[config.mk]
export PLATFORM = sky130hd
export DESIGN_NAME = paren_balance_checker_unit
export DESIGN_NICKNAME = d
export VERILOG_FILES = /design/src/rtl/pbc_pkg.sv /design/src/rtl/pbc_ctrl.sv /design/src/rtl/pbc_datapath.sv /design/src/rtl/paren_balance_checker_unit.sv
export VERILOG_INCLUDE_DIRS = /design/src /design/src/rtl
export SDC_FILE = /design/constraint.sdc
export NUM_CORES = 1
export LEC_CHECK = 0
export ABC_AREA = 0
export ABC_CLOCK_PERIOD_IN_PS = 12400
export BUFFER_PORTS_ARGS = -buffer_cell sky130_fd_sc_hd__buf_2
export CAP_MARGIN = 20
export CORE_UTILIZATION = 55
export DETAILED_ROUTE_END_ITERATION = 16
export PLACE_DENSITY = 0.68
export SYNTH_ARGS = -nofsm -noshare
export SYNTH_HDL_FRONTEND = slang
export SYNTH_SLANG_ARGS = --single-unit
export TNS_END_PERCENT = 20
[constraint.sdc]
create_clock -name clk -period 12.4 [get_ports clk]
set_clock_uncertainty 0.2 [all_clocks]
set_input_delay 0.62 -clock clk [delete_from_list [all_inputs] [get_ports clk]]
set_output_delay 0.62 -clock clk [all_outputs]
set_load 0.005 [all_outputs]
[src/rtl/assert_macros.svh]
// ----------------------------------------------------------------------------
// Assertion macros
// Shared concurrent assertion forms for the parenthesis balance checker.
// ----------------------------------------------------------------------------
`ifndef ASSERT_MACROS_SVH
`define ASSERT_MACROS_SVH

// The consequent must hold in the same cycle as the antecedent.
`define PBC_ASSERT_NOW(lbl, clk_s, rst_s, ante, cons, msg) \
  lbl: assert property (@(posedge clk_s) disable iff (rst_s) (ante) |-> (cons)) \
    else $error(msg);

// The consequent must hold in the cycle after the antecedent.
`define PBC_ASSERT_NEXT(lbl, clk_s, rst_s, ante, cons, msg) \
  lbl: assert property (@(posedge clk_s) disable iff (rst_s) (ante) |=> (cons)) \
    else $error(msg);

`endif

[src/rtl/pbc_pkg.sv]
// ----------------------------------------------------------------------------
// pbc_pkg
// Types and constants shared by the parenthesis balance checker modules.
// ----------------------------------------------------------------------------
`default_nettype none

package pbc_pkg;

  localparam int LINE_W  = 16;
  localparam int COL_W   = 12;
  localparam int LEVEL_W = 6;
  localparam int COUNT_W = 7;
  localparam int EXTRA_W = 16;

  localparam logic [LINE_W-1:0]  LINE_MAX  = '1;
  localparam logic [COL_W-1:0]   COL_MAX   = '1;
  localparam logic [EXTRA_W-1:0] EXTRA_MAX = '1;

  localparam logic [7:0] CHAR_NL     = 8'd10;
  localparam logic [7:0] CHAR_DQUOTE = 8'd34;
  localparam logic [7:0] CHAR_SQUOTE = 8'd39;
  localparam logic [7:0] CHAR_OPEN   = 8'd40;
  localparam logic [7:0] CHAR_CLOSE  = 8'd41;
  localparam logic [7:0] CHAR_STAR   = 8'd42;
  localparam logic [7:0] CHAR_SLASH  = 8'd47;
  localparam logic [7:0] CHAR_BSLASH = 8'd92;

  localparam logic KIND_OPEN    = 1'b0;
  localparam logic KIND_SUMMARY = 1'b1;

  typedef enum logic [2:0] {
    MODE_NORMAL,
    MODE_STRING,
    MODE_CHARLIT,
    MODE_LINECMT,
    MODE_BLOCKCMT
  } lex_mode_t;

  typedef enum logic [1:0] {
    ST_RUN,
    ST_READ,
    ST_SHOW,
    ST_SUM
  } ctl_state_t;

  typedef struct packed {
    logic [7:0] character;
    logic       is_last;
  } char_req_t;

  typedef struct packed {
    logic               kind;
    logic [LINE_W-1:0]  open_line;
    logic [COL_W-1:0]   open_column;
    logic [LEVEL_W-1:0] nest_level;
    logic [COUNT_W-1:0] unclosed_count;
    logic [EXTRA_W-1:0] extra_close_count;
    logic               depth_overflow;
    logic               last;
  } rpt_req_t;

  // Controller to datapath.
  typedef struct packed {
    logic step;        // process the accepted character
    logic walk_start;  // rewind the report index
    logic rd;          // read the stack entry at the report index
    logic walk_next;   // advance the report index
    logic clear;       // return all scan state to its reset value
    logic summary;     // payload shows the summary
  } pbc_cmd_t;

  // Datapath to controller.
  typedef struct packed {
    logic walk_done;   // report index has reached the open depth
    logic at_top;      // depth is zero
  } pbc_stat_t;

endpackage

`default_nettype wire

[src/rtl/pbc_ctrl.sv]
// ----------------------------------------------------------------------------
// pbc_ctrl
// Sequencer: scans characters, then walks the stack and emits the reports.
// ----------------------------------------------------------------------------
`default_nettype none

module pbc_ctrl (
  input  wire logic              clk,
  input  wire logic              rst,
  input  wire logic              char_valid,
  input  wire logic              char_is_last,
  output logic                   char_ready,
  output logic                   rpt_valid,
  input  wire logic              rpt_ready,
  input  wire pbc_pkg::pbc_stat_t stat,
  output pbc_pkg::pbc_cmd_t      cmd
);
  import pbc_pkg::*;

  ctl_state_t state, state_next;

  always_ff @(posedge clk) begin
    if (rst) begin
      state <= ST_RUN;
    end else begin
      state <= state_next;
    end
  end

  always_comb begin
    state_next = state;
    char_ready = 1'b0;
    rpt_valid  = 1'b0;
    cmd        = '0;
    unique case (state)
      ST_RUN: begin
        char_ready = 1'b1;
        if (char_valid) begin
          cmd.step = 1'b1;
          if (char_is_last) begin
            cmd.walk_start = 1'b1;
            state_next     = ST_READ;
          end
        end
      end
      ST_READ: begin
        if (stat.walk_done) begin
          state_next = ST_SUM;
        end else begin
          cmd.rd     = 1'b1;
          state_next = ST_SHOW;
        end
      end
      ST_SHOW: begin
        rpt_valid = 1'b1;
        if (rpt_ready) begin
          cmd.walk_next = 1'b1;
          state_next    = ST_READ;
        end
      end
      ST_SUM: begin
        rpt_valid   = 1'b1;
        cmd.summary = 1'b1;
        if (rpt_ready) begin
          cmd.clear  = 1'b1;
          state_next = ST_RUN;
        end
      end
      default: begin
        state_next = ST_RUN;
      end
    endcase
  end

endmodule

`default_nettype wire

[src/rtl/pbc_datapath.sv]
// ----------------------------------------------------------------------------
// pbc_datapath
// Lexer, position counters, open-parenthesis stack and report payload.
// ----------------------------------------------------------------------------
`default_nettype none

module pbc_datapath #(
  parameter int MAX_DEPTH = 32
) (
  input  wire logic              clk,
  input  wire logic              rst,
  input  wire logic [7:0]        character,
  input  wire pbc_pkg::pbc_cmd_t cmd,
  output pbc_pkg::pbc_stat_t     stat,
  output pbc_pkg::rpt_req_t      rpt_data
);
  import pbc_pkg::*;

  localparam int DW = $clog2(MAX_DEPTH + 1);
  localparam int AW = $clog2(MAX_DEPTH);
  localparam int LW = LINE_W + COL_W;

  lex_mode_t          mode, mode_next;
  logic [7:0]         prev_char, prev_char_next;
  logic               esc_pending, esc_pending_next;
  logic [LINE_W-1:0]  line_cnt, line_cnt_next;
  logic [COL_W-1:0]   col_cnt, col_cnt_next;
  logic [DW-1:0]      depth, depth_next;
  logic [EXTRA_W-1:0] extra, extra_next;
  logic               overflow, overflow_next;
  logic [DW-1:0]      walk_idx;

  logic [LW-1:0]      stack_mem [MAX_DEPTH];
  logic [LW-1:0]      rd_data;
  logic               push_en;

  logic esc;
  logic clear_prev;
  logic is_open;
  logic is_close;

  always_comb begin
    esc        = esc_pending;
    mode_next  = mode;
    clear_prev = 1'b0;
    is_open    = 1'b0;
    is_close   = 1'b0;
    unique case (mode)
      MODE_NORMAL: begin
        priority if (character == CHAR_DQUOTE && !esc) begin
          mode_next = MODE_STRING;
        end else if (character == CHAR_SQUOTE && !esc) begin
          mode_next = MODE_CHARLIT;
        end else if (character == CHAR_SLASH && prev_char == CHAR_SLASH) begin
          mode_next  = MODE_LINECMT;
          clear_prev = 1'b1;
        end else if (character == CHAR_STAR && prev_char == CHAR_SLASH) begin
          mode_next  = MODE_BLOCKCMT;
          clear_prev = 1'b1;
        end else if (character == CHAR_OPEN) begin
          is_open = 1'b1;
        end else if (character == CHAR_CLOSE) begin
          is_close = 1'b1;
        end else begin
          mode_next = MODE_NORMAL;
        end
      end
      MODE_STRING: begin
        if ((character == CHAR_DQUOTE || character == CHAR_NL) && !esc) begin
          mode_next = MODE_NORMAL;
        end
      end
      MODE_CHARLIT: begin
        if ((character == CHAR_SQUOTE || character == CHAR_NL) && !esc) begin
          mode_next = MODE_NORMAL;
        end
      end
      MODE_LINECMT: begin
        if (character == CHAR_NL && !esc) begin
          mode_next = MODE_NORMAL;
        end
      end
      MODE_BLOCKCMT: begin
        if (character == CHAR_SLASH && prev_char == CHAR_STAR) begin
          mode_next  = MODE_NORMAL;
          clear_prev = 1'b1;
        end
      end
      default: begin
        mode_next = MODE_NORMAL;
      end
    endcase

    // Backslashes do not escape anything inside a block comment.
    if (mode_next == MODE_BLOCKCMT && !clear_prev) begin
      esc_pending_next = 1'b0;
    end else begin
      esc_pending_next = (character == CHAR_BSLASH) && !esc;
    end
    prev_char_next = clear_prev ? 8'd0 : character;

    line_cnt_next = line_cnt;
    col_cnt_next  = col_cnt;
    if (character == CHAR_NL) begin
      if (line_cnt != LINE_MAX) begin
        line_cnt_next = line_cnt + LINE_W'(1);
      end
      col_cnt_next = '0;
    end else if (col_cnt != COL_MAX) begin
      col_cnt_next = col_cnt + COL_W'(1);
    end

    push_en       = 1'b0;
    depth_next    = depth;
    extra_next    = extra;
    overflow_next = overflow;
    if (is_open) begin
      if (depth < DW'(MAX_DEPTH)) begin
        push_en    = 1'b1;
        depth_next = depth + DW'(1);
      end else begin
        overflow_next = 1'b1;
      end
    end else if (is_close) begin
      if (depth != '0) begin
        depth_next = depth - DW'(1);
      end else if (extra != EXTRA_MAX) begin
        extra_next = extra + EXTRA_W'(1);
      end
    end
  end

  always_ff @(posedge clk) begin
    if (rst || cmd.clear) begin
      mode        <= MODE_NORMAL;
      prev_char   <= '0;
      esc_pending <= 1'b0;
      line_cnt    <= '0;
      col_cnt     <= '0;
      depth       <= '0;
      extra       <= '0;
      overflow    <= 1'b0;
    end else if (cmd.step) begin
      mode        <= mode_next;
      prev_char   <= prev_char_next;
      esc_pending <= esc_pending_next;
      line_cnt    <= line_cnt_next;
      col_cnt     <= col_cnt_next;
      depth       <= depth_next;
      extra       <= extra_next;
      overflow    <= overflow_next;
    end
  end

  always_ff @(posedge clk) begin
    if (rst || cmd.walk_start) begin
      walk_idx <= '0;
    end else if (cmd.walk_next) begin
      walk_idx <= walk_idx + DW'(1);
    end
  end

  // Stack of open positions: one write port, one registered read port.
  always_ff @(posedge clk) begin
    if (cmd.step && push_en) begin
      stack_mem[depth[AW-1:0]] <= {line_cnt, col_cnt};
    end
    if (cmd.rd) begin
      rd_data <= stack_mem[walk_idx[AW-1:0]];
    end
  end

  assign stat.walk_done = (walk_idx >= depth);
  assign stat.at_top    = (depth == '0);

  always_comb begin
    rpt_data                = '0;
    rpt_data.depth_overflow = overflow;
    if (cmd.summary) begin
      rpt_data.kind              = KIND_SUMMARY;
      rpt_data.unclosed_count    = COUNT_W'(depth);
      rpt_data.extra_close_count = extra;
      rpt_data.last              = 1'b1;
    end else begin
      rpt_data.kind        = KIND_OPEN;
      rpt_data.open_line   = rd_data[LW-1:COL_W];
      rpt_data.open_column = rd_data[COL_W-1:0];
      rpt_data.nest_level  = LEVEL_W'(walk_idx);
    end
  end

endmodule

`default_nettype wire

[src/rtl/paren_balance_checker_unit.sv]
// Character requests are accepted one per cycle with no gaps while the block
// is scanning, and each is processed as it is accepted.
// After the last character, each unclosed-open report needs a stack read and
// is then held on the output until taken; the summary follows the last one,
// and no character is taken during this walk.
// Synchronous reset clears lexer, counters, depth and flags; the stack is not.
// ----------------------------------------------------------------------------
// paren_balance_checker_unit
// Comment-aware parenthesis balance checker for C source text.
// ----------------------------------------------------------------------------
`default_nettype none
`include "assert_macros.svh"

module paren_balance_checker_unit #(
  parameter int MAX_DEPTH = 32
) (
  input  wire logic               clk,
  input  wire logic               rst,
  input  wire logic               char_valid,
  output logic                    char_ready,
  input  wire pbc_pkg::char_req_t char_data,
  output logic                    rpt_valid,
  input  wire logic               rpt_ready,
  output pbc_pkg::rpt_req_t       rpt_data
);
  import pbc_pkg::*;

  // The controller only issues commands; the datapath owns all scan state
  // and the stack of open positions. The stack depth is the one sizing knob.
  pbc_cmd_t  cmd;
  pbc_stat_t stat;

  // Handshake events watched by the assertions below.
  logic last_taken;
  logic sum_taken;

  assign last_taken = char_valid && char_ready && char_data.is_last;
  assign sum_taken  = rpt_valid && rpt_ready && rpt_data.last;

  // The controller stays in its scan state, ready every cycle, until the
  // character marked last arrives. It then steps through the stack from the
  // outermost entry inward and finishes with the summary request.
  pbc_ctrl u_ctrl (
    .clk          (clk),
    .rst          (rst),
    .char_valid   (char_valid),
    .char_is_last (char_data.is_last),
    .char_ready   (char_ready),
    .rpt_valid    (rpt_valid),
    .rpt_ready    (rpt_ready),
    .stat         (stat),
    .cmd          (cmd)
  );

  // The datapath holds the lexer mode, previous character, escape flag, line
  // and column counters, depth, extra-close counter and overflow flag. The
  // summary request clears them all, so the next text starts from scratch.
  pbc_datapath #(
    .MAX_DEPTH (MAX_DEPTH)
  ) u_dp (
    .clk       (clk),
    .rst       (rst),
    .character (char_data.character),
    .cmd       (cmd),
    .stat      (stat),
    .rpt_data  (rpt_data)
  );

  // Scanning and reporting never overlap.
  `PBC_ASSERT_NOW(a_no_scan_while_report, clk, rst, rpt_valid, !char_ready, "scan during report")

  // The last character starts the report walk at once.
  `PBC_ASSERT_NEXT(a_walk_start, clk, rst, last_taken, !char_ready && !rpt_valid, "walk late")

  // Once the summary is taken, the block is back to scanning.
  `PBC_ASSERT_NEXT(a_scan_after_sum, clk, rst, sum_taken, char_ready && stat.at_top, "not back")

endmodule

`default_nettype wire

## Word level (Yosys, flattened, before mapping)

Memories as Yosys holds them, arrays and structs flattened. A register that Yosys moved wholly into a read port is not among the register bits.
Index checks and enable logic that the tools add are counted.

| word-level totals | value |
|---|---|
| bits of input ports | 13 |
| memories kept | 1 |
| output and inout port bits | 62 |
| word-level logic and storage cells | 139 |
| bits in registers | 71 |
| memory bits (writable) | 896 |

Memories:

| memory | words | bits a word | rd ports | clocked after memory_dff | write ports | RTL line | text |
|---|---|---|---|---|---|---|---|
| u_dp.stack_mem | 32 | 28 | 1 | 1 | 1 | pbc_datapath.sv:33 | `logic [LW-1:0] stack_mem [MAX_DEPTH];` |

| cells by class | value |
|---|---|
| $add $sub $neg | 6 |
| bitwise logic cells | 3 |
| equality and inequality tests | 26 |
| mux-type cells | 61 |
| order comparisons | 2 |
| reduce and logical (&&, ||, !) cells | 30 |

Operators with widths:

| operator | count |
|---|---|
| $eq A8 B6 Y1 const B | 8 |
| $mux W34 | 1 |
| $add A16 B1 Y16 const B | 2 |
| $mux W1 | 32 |
| $ne A16 B16 Y1 const B | 2 |
| $mux W3 | 10 |
| $mux W12 | 2 |
| $mux W6 | 4 |
| $mux W22 | 1 |
| $pmux W3 S5 | 1 |
| $mux W2 | 7 |
| $add A12 B1 Y12 const B | 1 |
| $add A6 B1 Y6 const B | 2 |
| $ne A12 B12 Y1 const B | 1 |
| $logic_and A1 B1 Y1 | 11 |
| $ne A2 B2 Y1 const B | 5 |
| $eq A8 B4 Y1 const B | 1 |
| $eq A8 B7 Y1 const B | 1 |
| $mux W8 | 1 |
| $pmux W2 S4 | 1 |
| $reduce_and A4 Y1 | 2 |
| $eq A3 B2 Y1 const B | 2 |
| $eq A3 B3 Y1 const B | 2 |
| $ge A6 B6 Y1 | 1 |
| other kinds (17) | 27 |

## Logic depth before layout (Yosys ltp)

| depth | value |
|---|---|
| depth in word-level cells | 11 |
| depth in mapped cells | 10 |
| mapped depth without buffers | 9 |

## Hierarchy

Synthesis repeated with hierarchy kept, for this count alone.

| second synthesis, totals | value |
|---|---|
| cell total of the unflattened synthesis | 1925 |
| area total of the unflattened synthesis | 39167.6 um^2 |

By module, submodules not included:

| module | instances | area an instance (um^2) | cells an instance |
|---|---|---|---|
| pbc_datapath | 1 | 39033.7 | 1909 |
| pbc_ctrl | 1 | 133.9 | 16 |

## Worst setup path before layout

OpenSTA, ideal clock, no wires.

| timing path | value |
|---|---|
| path type | reg2reg |
| from | reg u_dp.walk_idx[0] |
| to | reg u_dp.rd_data[0] (read register of u_dp.stack_mem), enable pin |
| data arrival time | 4.792 ns |
| library setup time | 0.497 ns |
| stages on the path, launching flop included | 9 |
| buffers on the path | 2 |
| setup slack | 6.911 ns |
| required time | 11.703 ns |
| cells stage by stage | dfxtp_1 > clkbuf_1 > buf_2 > clkinv_1 > ha_1 > nand2b_1 > a211oi_1 > o21ai_0 > nor4b_1 |

RTL lines:

| element | RTL line | text |
|---|---|---|
| start, declared | pbc_datapath.sv:31 | `logic [DW-1:0] walk_idx;` |
| start signal, assigned | pbc_datapath.sv:159 | `walk_idx <= walk_idx + DW'(1);` |
| end, declared | pbc_datapath.sv:34 | `logic [LW-1:0] rd_data;` |

## Worst setup path after layout

| timing path | value |
|---|---|
| from | reg u_dp.mode[2] |
| to | mem u_dp.stack_mem[0][26] (netlist bit), enable pin |

| on the way | value |
|---|---|
| cells in the longest elaborated chain, start to end | 6 |

Ends and longest elaborated chain:

| element | RTL line | text |
|---|---|---|
| start, declared | pbc_datapath.sv:23 | `lex_mode_t mode, mode_next;` |
| start signal, assigned | pbc_datapath.sv:144 | `mode <= mode_next;` |
| $logic_not A3 Y1 | pbc_datapath.sv:48 | `unique case (mode)` |
| $mux W1 | pbc_datapath.sv:48 |  |
| $mux W1 | pbc_datapath.sv:117 | `if (is_open) begin` |
| $logic_and A1 B1 Y1 | pbc_datapath.sv:165 | `if (cmd.step && push_en) begin` |
| $mux W1 | pbc_datapath.sv:165 |  |
| $mux W1 (not written as such) | pbc_datapath.sv:166 | `stack_mem[depth[AW-1:0]] <= {line_cnt, col_cnt};` |
| end, declared | pbc_datapath.sv:33 |  |

No other way between the ends.

==> results_dict.tcl <==
set metrics [dict create \
    crit_path_start_kind "register" \
    final_cell_mix "edfxtp_1, mux4_2, o22ai_1" \
    first_global_vias 19100 \
    fmax_mhz 236 \
    total_power_mw 6.68 \
    start_util 0.558 \
    critical_path_class "reg -> reg" \
    period_needed_ns 4.24 \
    final_common_cell "edfxtp_1" \
    synth_area_um2 38500 \
    setup_viol 0 \
    yosysUniqueCellTypes 70 \
    drt-total-wl_um 94100 \
    gp_congestion 0.886 \
    leakagePower_nw 13.9 \
    core-area_um2 68900 \
    numCtsBuffers 99 \
    critPathCaptureType "register" \
    antenna_found_initial 6 \
    syn_inst 1942 \
    rsz0062_at_grt "no" \
    synth_area_per_cell_um2 19.8 \
    gr-total-overflow 0 \
    drive_above_1_share 0.255 \
    cts_tree "yes" \
    synth_edf_count 924 \
    num_vias 19700 \
    chipHeight_um 267 \
    critPathMaxFanout 28 \
    synth_warnings 0 \
    ios 75 \
    min_path_type "in -> reg" \
    cts.path.max_buffers 3 \
    async_reset_ff_frac 0 \
    ant_nets 0 \
    slew_violations 0 \
    cts_root_buffer "clkbuf_16" \
    dp_hpwl_um 56600 \
    synth_seq_cells 995 \
    htreeDepth 3 \
    hold_slack_ns 0.0274 \
    cp.required_ns 12.46 \
    yosys_most_used_dff "edfxtp_1" \
    grt_pass1_wl_um 135000 \
    numPortBuffers 73 \
    run_status "complete, no violations" \
    tightest_slew_ns 1.10 \
    slew_headroom 0.262 \
    track_usage 0.270 \
    insertion_delay_ns 0.65 \
    drt_iter0_drc 2166 \
    die-area_um2 71100 \
    clkSinkCount 995 \
    p_per_area_nw_per_um2 154 \
    drt-wirelength-per-cell_um 30.8 \
    peakVddDrop_v 0.000108 \
    fin_tns_setup_ns 0 \
    vias_per_cell 6.46 \
    dr.pass1.iters 7 \
    period_share 0.342 \
    grt_max_degree 136 \
    postCtsSetupBuffers 0 \
    fill_cells 4729 \
    fin_util 0.628 \
    hold_viol 0 \
    drcViolationCount 0 \
    dieWidth_um 267 \
    num_rows 96 \
    cp.arrival_ns 4.31 \
    fin_nets 2071 \
    synth_fp_nets 1972 \
    maxCapViolations 0 \
    ys_seq_area_frac 0.758 \
    path_clk_slew_ns 0.07 \
    area_delta_synth_final_pct 12.4 \
]
-- through the flow --
step | setup slack [ns] | area (µm²) | instances
finish | 8.16 | 43300 | 3055
global route | 7.86 | 43300 | 3053
CTS | 8.12 | 43300 | 3053
detailed placement | 7.82 | 40100 | 2870
global placement | 7.89 | 40100 | 2870
floorplan | 6.91 | 38500 | 1942
-- report_power, final --
| part | switching, mW | internal [mW] |
|---|---|---|
| registers | 0.0244 | 3.63 |
| clock network | 1.24 | 1.68 |
| logic | 0.0663 | 0.0461 |
| total | 1.33 | 5.35 |
-- registers in the layout, summed over array words and instances, names as in the netlist --
| register | flops |
|---|---|
| u_ctrl.state | 2 |
| u_dp.col_cnt | 12 |
| u_dp.depth | 6 |
| u_dp.esc | 1 |
| u_dp.extra | 16 |
| u_dp.line_cnt | 16 |
| u_dp.mode | 3 |
| u_dp.overflow | 1 |
| u_dp.prev_char | 8 |
| u_dp.rd_data | 28 |
| u_dp.stack_mem | 896 |
| u_dp.walk_idx | 6 |
-- metal layers --
metal  up-vias  share of wire  track usage  wire length, µm
li1       8304              -            -                -
met1     10500           0.39        0.375            36800
met2       849           0.49        0.433            46200
met3       132          0.097       0.0729             9130
met4         6          0.020       0.0620             1860
met5         -        0.00043            0               40
-- critical path: stages, from the launching register on --
cell and delay, ns:
dfxtp_1 0.40, nor4b_1 0.52, nand3_1 0.13, or2_2 0.38, inv_1 0.10, ha_1 0.25, nand3_1 0.79, nor2_4 1.06
-- final cells by class --
class | count | area, µm² | share of cell area
clock buffer | 117 | 2590 | 0.0597
antenna | 2 | 5.00 | 0.000116
clock inverter | 65 | 572 | 0.0132
sequential | 995 | 29200 | 0.675
timing repair buffer | 104 | 613 | 0.0142
inverter | 11 | 41.3 | 0.000954
tap | 931 | 1160 | 0.0269
multi-input combinational | 830 | 9110 | 0.210
-- cells in the mapped netlist, types with 8 or more instances --
| library cell | n | area [µm²] |
|---|---|---|
| edfxtp_1 | 924 | 27700 |
| and2_1 | 37 | 231 |
| and3_1 | 25 | 156 |
| mux4_2 | 224 | 5040 |
| a21oi_1 | 20 | 100 |
| clkbuf_1 | 68 | 255 |
| o22ai_1 | 108 | 676 |
| ha_1 | 16 | 200 |
| xnor2_1 | 12 | 105 |
| nor3_1 | 14 | 70.1 |
| buf_2 | 18 | 90.1 |
| or3_1 | 11 | 68.8 |
| nor2_1 | 94 | 353 |
| nand2_1 | 44 | 165 |
| dfxtp_1 | 71 | 1420 |
| nand4_1 | 19 | 119 |
| a211oi_1 | 8 | 60.1 |
| nand3_1 | 30 | 150 |
| xor2_1 | 21 | 184 |
| inv_1 | 10 | 37.5 |
| buf_1 | 15 | 56.3 |
| o21ai_0 | 8 | 40.0 |
| nor4_1 | 34 | 213 |
-- final timing paths --
path / from / to / slack [ns] / depth (start not counted)
max: u_dp.mode[2]$_SDFFE_PP0P_ / u_dp.stack_mem[0][26]$_DFFE_PP_ / 8.16 / 7
max reg2reg: u_dp.mode[2]$_SDFFE_PP0P_ / u_dp.stack_mem[0][26]$_DFFE_PP_ / 8.16 / 7
min reg2reg: u_dp.prev_char[6]$_SDFFE_PP0P_ / u_dp.prev_char[6]$_SDFFE_PP0P_ / 0.27 / 2
min: rpt_ready / u_ctrl.state[1]$_SDFFE_PP0P_ / 0.03 / 2
-- timing repair --
action | 4_1_cts | 5_1_grt
setup endpoints to repair | 0 | 0
resized for setup | 0 | 0
hold endpoints to repair | 1 | 0
hold buffers | 1 | 0
-- cell families after synthesis --
family / share of synthesized area
compound gates: 0.0335
xor+xnor: 0.00751
simple gates: 0.0507
fa+ha+maj: 0.00572
buf+inv: 0.0126
mux: 0.132
other cells: 0.0000974
flops: 0.758
No activity file was read; power rests on OpenSTA's default activity.
